--- src/sv/point_in_polygon_ray_crossing_defines.svh ---
// ----------------------------------------------------------------------------
// Assertion macros for the point in polygon block
// The checks sample on clk and are disabled while rst is high.
// ----------------------------------------------------------------------------
`ifndef POINT_IN_POLYGON_RAY_CROSSING_DEFINES_SVH
`define POINT_IN_POLYGON_RAY_CROSSING_DEFINES_SVH
`ifndef SYNTHESIS
// A condition that must hold at every clock edge.
`define PIP_ASSERT(name, expr) \
  name: assert property (@(posedge clk) disable iff (rst) (expr)) \
    else $error("pip: invariant violated");
// A condition that, once seen, forces another one on the next edge.
`define PIP_ASSERT_NEXT(name, cause, effect) \
  name: assert property (@(posedge clk) disable iff (rst) (cause) |=> (effect)) \
    else $error("pip: sequence violated");
`else
`define PIP_ASSERT(name, expr)
`define PIP_ASSERT_NEXT(name, cause, effect)
`endif
`endif

--- src/sv/pip_pkg.sv ---
// ----------------------------------------------------------------------------
// pip_pkg
// Shared constants, types and state codes of the point in polygon block.
// ----------------------------------------------------------------------------
package pip_pkg;

  localparam int MAX_VERTICES  = 64;
  localparam int COORD_BITS    = 16;
  localparam int MIN_VERTICES  = 3;
  localparam int VCOUNT_RESET  = 3;
  localparam int RAY_MARGIN    = 3;

  localparam int IDX_BITS      = $clog2(MAX_VERTICES);
  localparam int VIDX_BITS     = 6;
  localparam int CNT_BITS      = 7;

  // Edge and point differences need one extra bit, the ray vector two.
  localparam int DIFF_BITS     = COORD_BITS + 1;
  localparam int RAY_BITS      = COORD_BITS + 2;
  localparam int PROD_BITS     = DIFF_BITS + RAY_BITS + 1;

  typedef enum logic {
    OP_WRITE = 1'b0,
    OP_QUERY = 1'b1
  } opcode_t;

  // Store layout: x in the low half, y in the high half.
  typedef struct packed {
    logic signed [COORD_BITS-1:0] y;
    logic signed [COORD_BITS-1:0] x;
  } vertex_t;

  typedef struct packed {
    logic hit;
    logic idle;
  } cross_stat_t;

  typedef enum logic [3:0] {
    S_IDLE,
    S_MAX,
    S_MAXW,
    S_RAY,
    S_EDGE,
    S_EDGEW,
    S_CLOSE,
    S_DRAIN,
    S_DONE
  } state_t;

endpackage

--- src/sv/pip_vertex_ram.sv ---
// ----------------------------------------------------------------------------
// pip_vertex_ram
// Vertex store: one write port, one read port with registered read data.
// ----------------------------------------------------------------------------
module pip_vertex_ram (
  input  logic                         clk,
  input  logic                         we,
  input  logic [pip_pkg::IDX_BITS-1:0] waddr,
  input  pip_pkg::vertex_t             wdata,
  input  logic                         re,
  input  logic [pip_pkg::IDX_BITS-1:0] raddr,
  output pip_pkg::vertex_t             rdata
);
  import pip_pkg::*;

  vertex_t mem [MAX_VERTICES];

  always_ff @(posedge clk) begin
    if (we) begin
      mem[waddr] <= wdata;
    end
  end

  always_ff @(posedge clk) begin
    if (re) begin
      rdata <= mem[raddr];
    end
  end

endmodule

--- config.mk ---
export PLATFORM = sky130hd
export DESIGN_NAME = pip_vertex_ram
export DESIGN_NICKNAME = d
export VERILOG_FILES = /design/src/sv/point_in_polygon_ray_crossing_defines.svh /design/src/sv/pip_pkg.sv /design/src/sv/pip_vertex_ram.sv
export SDC_FILE = /design/constraint.sdc
export NUM_CORES = 2
export LEC_CHECK = 0
export ABC_CLOCK_PERIOD_IN_PS = 5100
export BUFFER_PORTS_ARGS = -buffer_cell sky130_fd_sc_hd__buf_2
export CAP_MARGIN = 10
export CORE_AREA = 2 2 357 359
export DETAILED_ROUTE_END_ITERATION = 16
export DIE_AREA = 0 0 359 361
export PLACE_DENSITY = 0.79
export SYNTH_ARGS = -nofsm -noshare
export SYNTH_HDL_FRONTEND = slang
export SYNTH_SLANG_ARGS = --single-unit
--- constraint.sdc ---
create_clock -name clk -period 5.1 [get_ports clk]
set_clock_uncertainty 0.15 [all_clocks]
set_input_delay 1.02 -clock clk [delete_from_list [all_inputs] [get_ports clk]]
set_output_delay 1.02 -clock clk [all_outputs]
set_load 0.02 [all_outputs]
==> metrics.md <==
| Metric | Value |
|---|---|
| Clk sinks | 2080 |
| # fillers | 6700 |
| Status | completed |
| Die footprint | 130000 µm² |
| Port bufs | 78 |
| Multi-input gate area | 16000 µm² |
| Most frequent cells in the layout | edfxtp_1 (2080), mux4_2 (544), clkbuf_16 (195) |
| Seq/Total Area, Yosys | 79.2% |
| Leakage | 27.7 nW |
| CP Class | primary input to register |
| Pin count of the biggest net entering global routing | 80 |
| CP Capture Type | register |
| Hold Vio Cnt, Final | 0 |
| TritonCTS Buffers | 192 |
| Routed wire length | 215 mm |
| Max cap viols | 0 |
| Setup TNS | 0 ns |
| WP data arrival | 4.03 ns |
| Post-route ant nets | 0 |
| Top_reg_cell synth | edfxtp_1 |
| CTS clk-pin slew, worst paths | 0.06 ns |
| Tmin final | 3.67 ns |
| Setup violators final | 0 |
| Total GRT Usage | 33.4% |
| RSZ-0062 raised after global routing | no |
| Commonest non-fill, non-tap cell in the layout | edfxtp_1 |
| Drt first-iter violations | 7616 |
| Die height | 361 µm |
| Drt first pass iters | 5 |
| Syn_area_per_cell | 23.7 µm² |
| Die Wd | 359 µm |
| Post-synth design cell area | 78800 µm² |
| Total global routing overflow | 0 |
| Syn Nets | 3371 |
| Distinct cells, synth | 33 |
| Hold buffer count at CTS | 0 |
| H-tree depth | 4 |
| Vias | 39800 |
| Crit path max fanout | 40 |
| Initial core utilization | 62.9% |
| Layout area overhead | 12.5% |
| Finished Layout Cells | 5395 |
| Placed Cells | 5035 |
| Cell taking the most area after synthesis | edfxtp_1 |
| Number of enable flip-flop cells after synthesis | 2080 |
| Setup Buffers After CTS | 0 |
| Register Area | 62500 µm² |
| Number of max-slew violations in the final report | 0 |
| Util after Layout | 70.7% |
| WL/cell | 39.9 µm |
| HPWL Detailed | 114 mm |
| Crit share post-route | 71.9% |
| Synth async-reset ratio | 0% |
| Slew HR | 12.6% |
| Syn Inst Count | 3324 |
| Worst slew pin tran | 1.31 ns |
| CTS tree | built |
| Yosys warning total | 0 |
| Hold Path Class | primary input to register |
| Global-route wire length before repair | 300 mm |
| Power Density | 389 nW/µm² |
| I/O pins | 79 |
| F_max | 273 MHz |
| Remaining DRCs | 0 |
| Num rows | 130 |
| Startpoint Class | primary input |
| Root buffer cell | clkbuf_16 |
| Layout net count | 3638 |
| Synth area leaders | edfxtp_1 (79%), mux4_2 (16%), mux2i_1 (1.2%) |
| Vias in the first global route | 39900 |
| VDD IR max | 302 µV |
| Post-CTS Resized | 0 |
| FF+latch count, synth | 2080 |
| Initial antenna violation count | 12 |
| Routability cong. | 0.904 |
| Critical path required time | 5.47 ns |
| Vias per cell | 7.37 |
| Core area | 125000 µm² |
| Worst-Skew Late Latency | 0.81 ns |
| Share of cells above drive strength 1 | 29.8% |
| Top-area cell type share of the netlist area | 79.2% |
| Bufs on Longest Clock Path | 3 |
## registers in the layout, indices dropped and copies added (netlist names)
signal	flops
mem	2048
rdata	32
## routing by layer
metal  global-route usage [%]  share of wire [%]  vias to the layer above
met4                     16.2                5.5                       14
met3                     8.71                 14                      649
met1                     44.8                 32                    20400
met2                     51.9                 48                     3888
met5                        0              0.041                        -
li1                         -                  -                    14800
## where the power goes
part           switching, mW  internal, mW
sequential            0.0730          19.0
combinational           1.19         0.666
clock                   6.19          7.47
total                   7.45          27.1
## path summary, 6_finish.rpt
| check | cells past startpoint | slack (ns) | startpoint | end |
|---|---|---|---|---|
| worst min register to register | 4 | 0.70 | mem[29][20] | rdata[20] |
| worst min-delay path | 1 | 0.33 | wdata[2] | mem[0][2] |
| worst max register to register | 4 | 2.42 | mem[0][2] | rdata[2] |
| worst max-delay path | 9 | 1.43 | raddr[0] | rdata[23] |
## synth_stat cells (7+ instances only)
library cell / number
a21oi_1: 62
a22oi_1: 12
a311oi_1: 8
buf_1: 21
buf_2: 57
buf_4: 25
clkbuf_1: 74
edfxtp_1: 2080
mux2i_1: 93
mux4_2: 544
nand2_1: 26
nand2b_1: 8
nor2_1: 137
nor2b_1: 15
nor3_1: 7
o221ai_1: 27
o22ai_1: 84
## kinds of logic (layout without fill, tap and decap cells)
family,after synthesis,after routing,synth area share [%]
other cells,0,2,0
buf+inv,182,601,1.12
flops,2080,2080,79.2
compound gates,202,202,1.67
simple gates,223,223,1.26
mux,637,637,16.7
## final cells by class
class                   instances  share of cell area (%)
well taps                    1650                    2.33
flip-flops and latches       2080                    70.4
diodes                          2                 0.00564
clock inverters               102                   0.869
multi-input cells            1062                    18.0
clock buffers                 244                    5.71
repair buffers                255                    2.69
## critical path: stages
cell	delay [ns]
buf_8	0.42
buf_12	0.31
buf_12	0.26
buf_4	0.23
mux4_2	0.53
mux2i_1	0.29
a21oi_1	0.20
a21oi_1	0.52
nor2_1	0.12
## stage by stage
stage / instance area, µm² / worst slack (ns) / hold slack [ns] / total power, mW
3_3_place_gp: 82600 / 0.666 / 0.676 / 21.1
6_report: 88700 / 1.43 / 0.326 / 34.6
3_5_place_dp: 82600 / 0.681 / 0.684 / 21.2
4_1_cts: 88500 / 1.51 / 0.285 / 34.5
5_1_grt: 88700 / 1.39 / 0.300 / 35.2
2_1_floorplan: 78800 / 0.770 / 0.600 / 20.3
No activity file was read; power rests on OpenSTA's default activity.
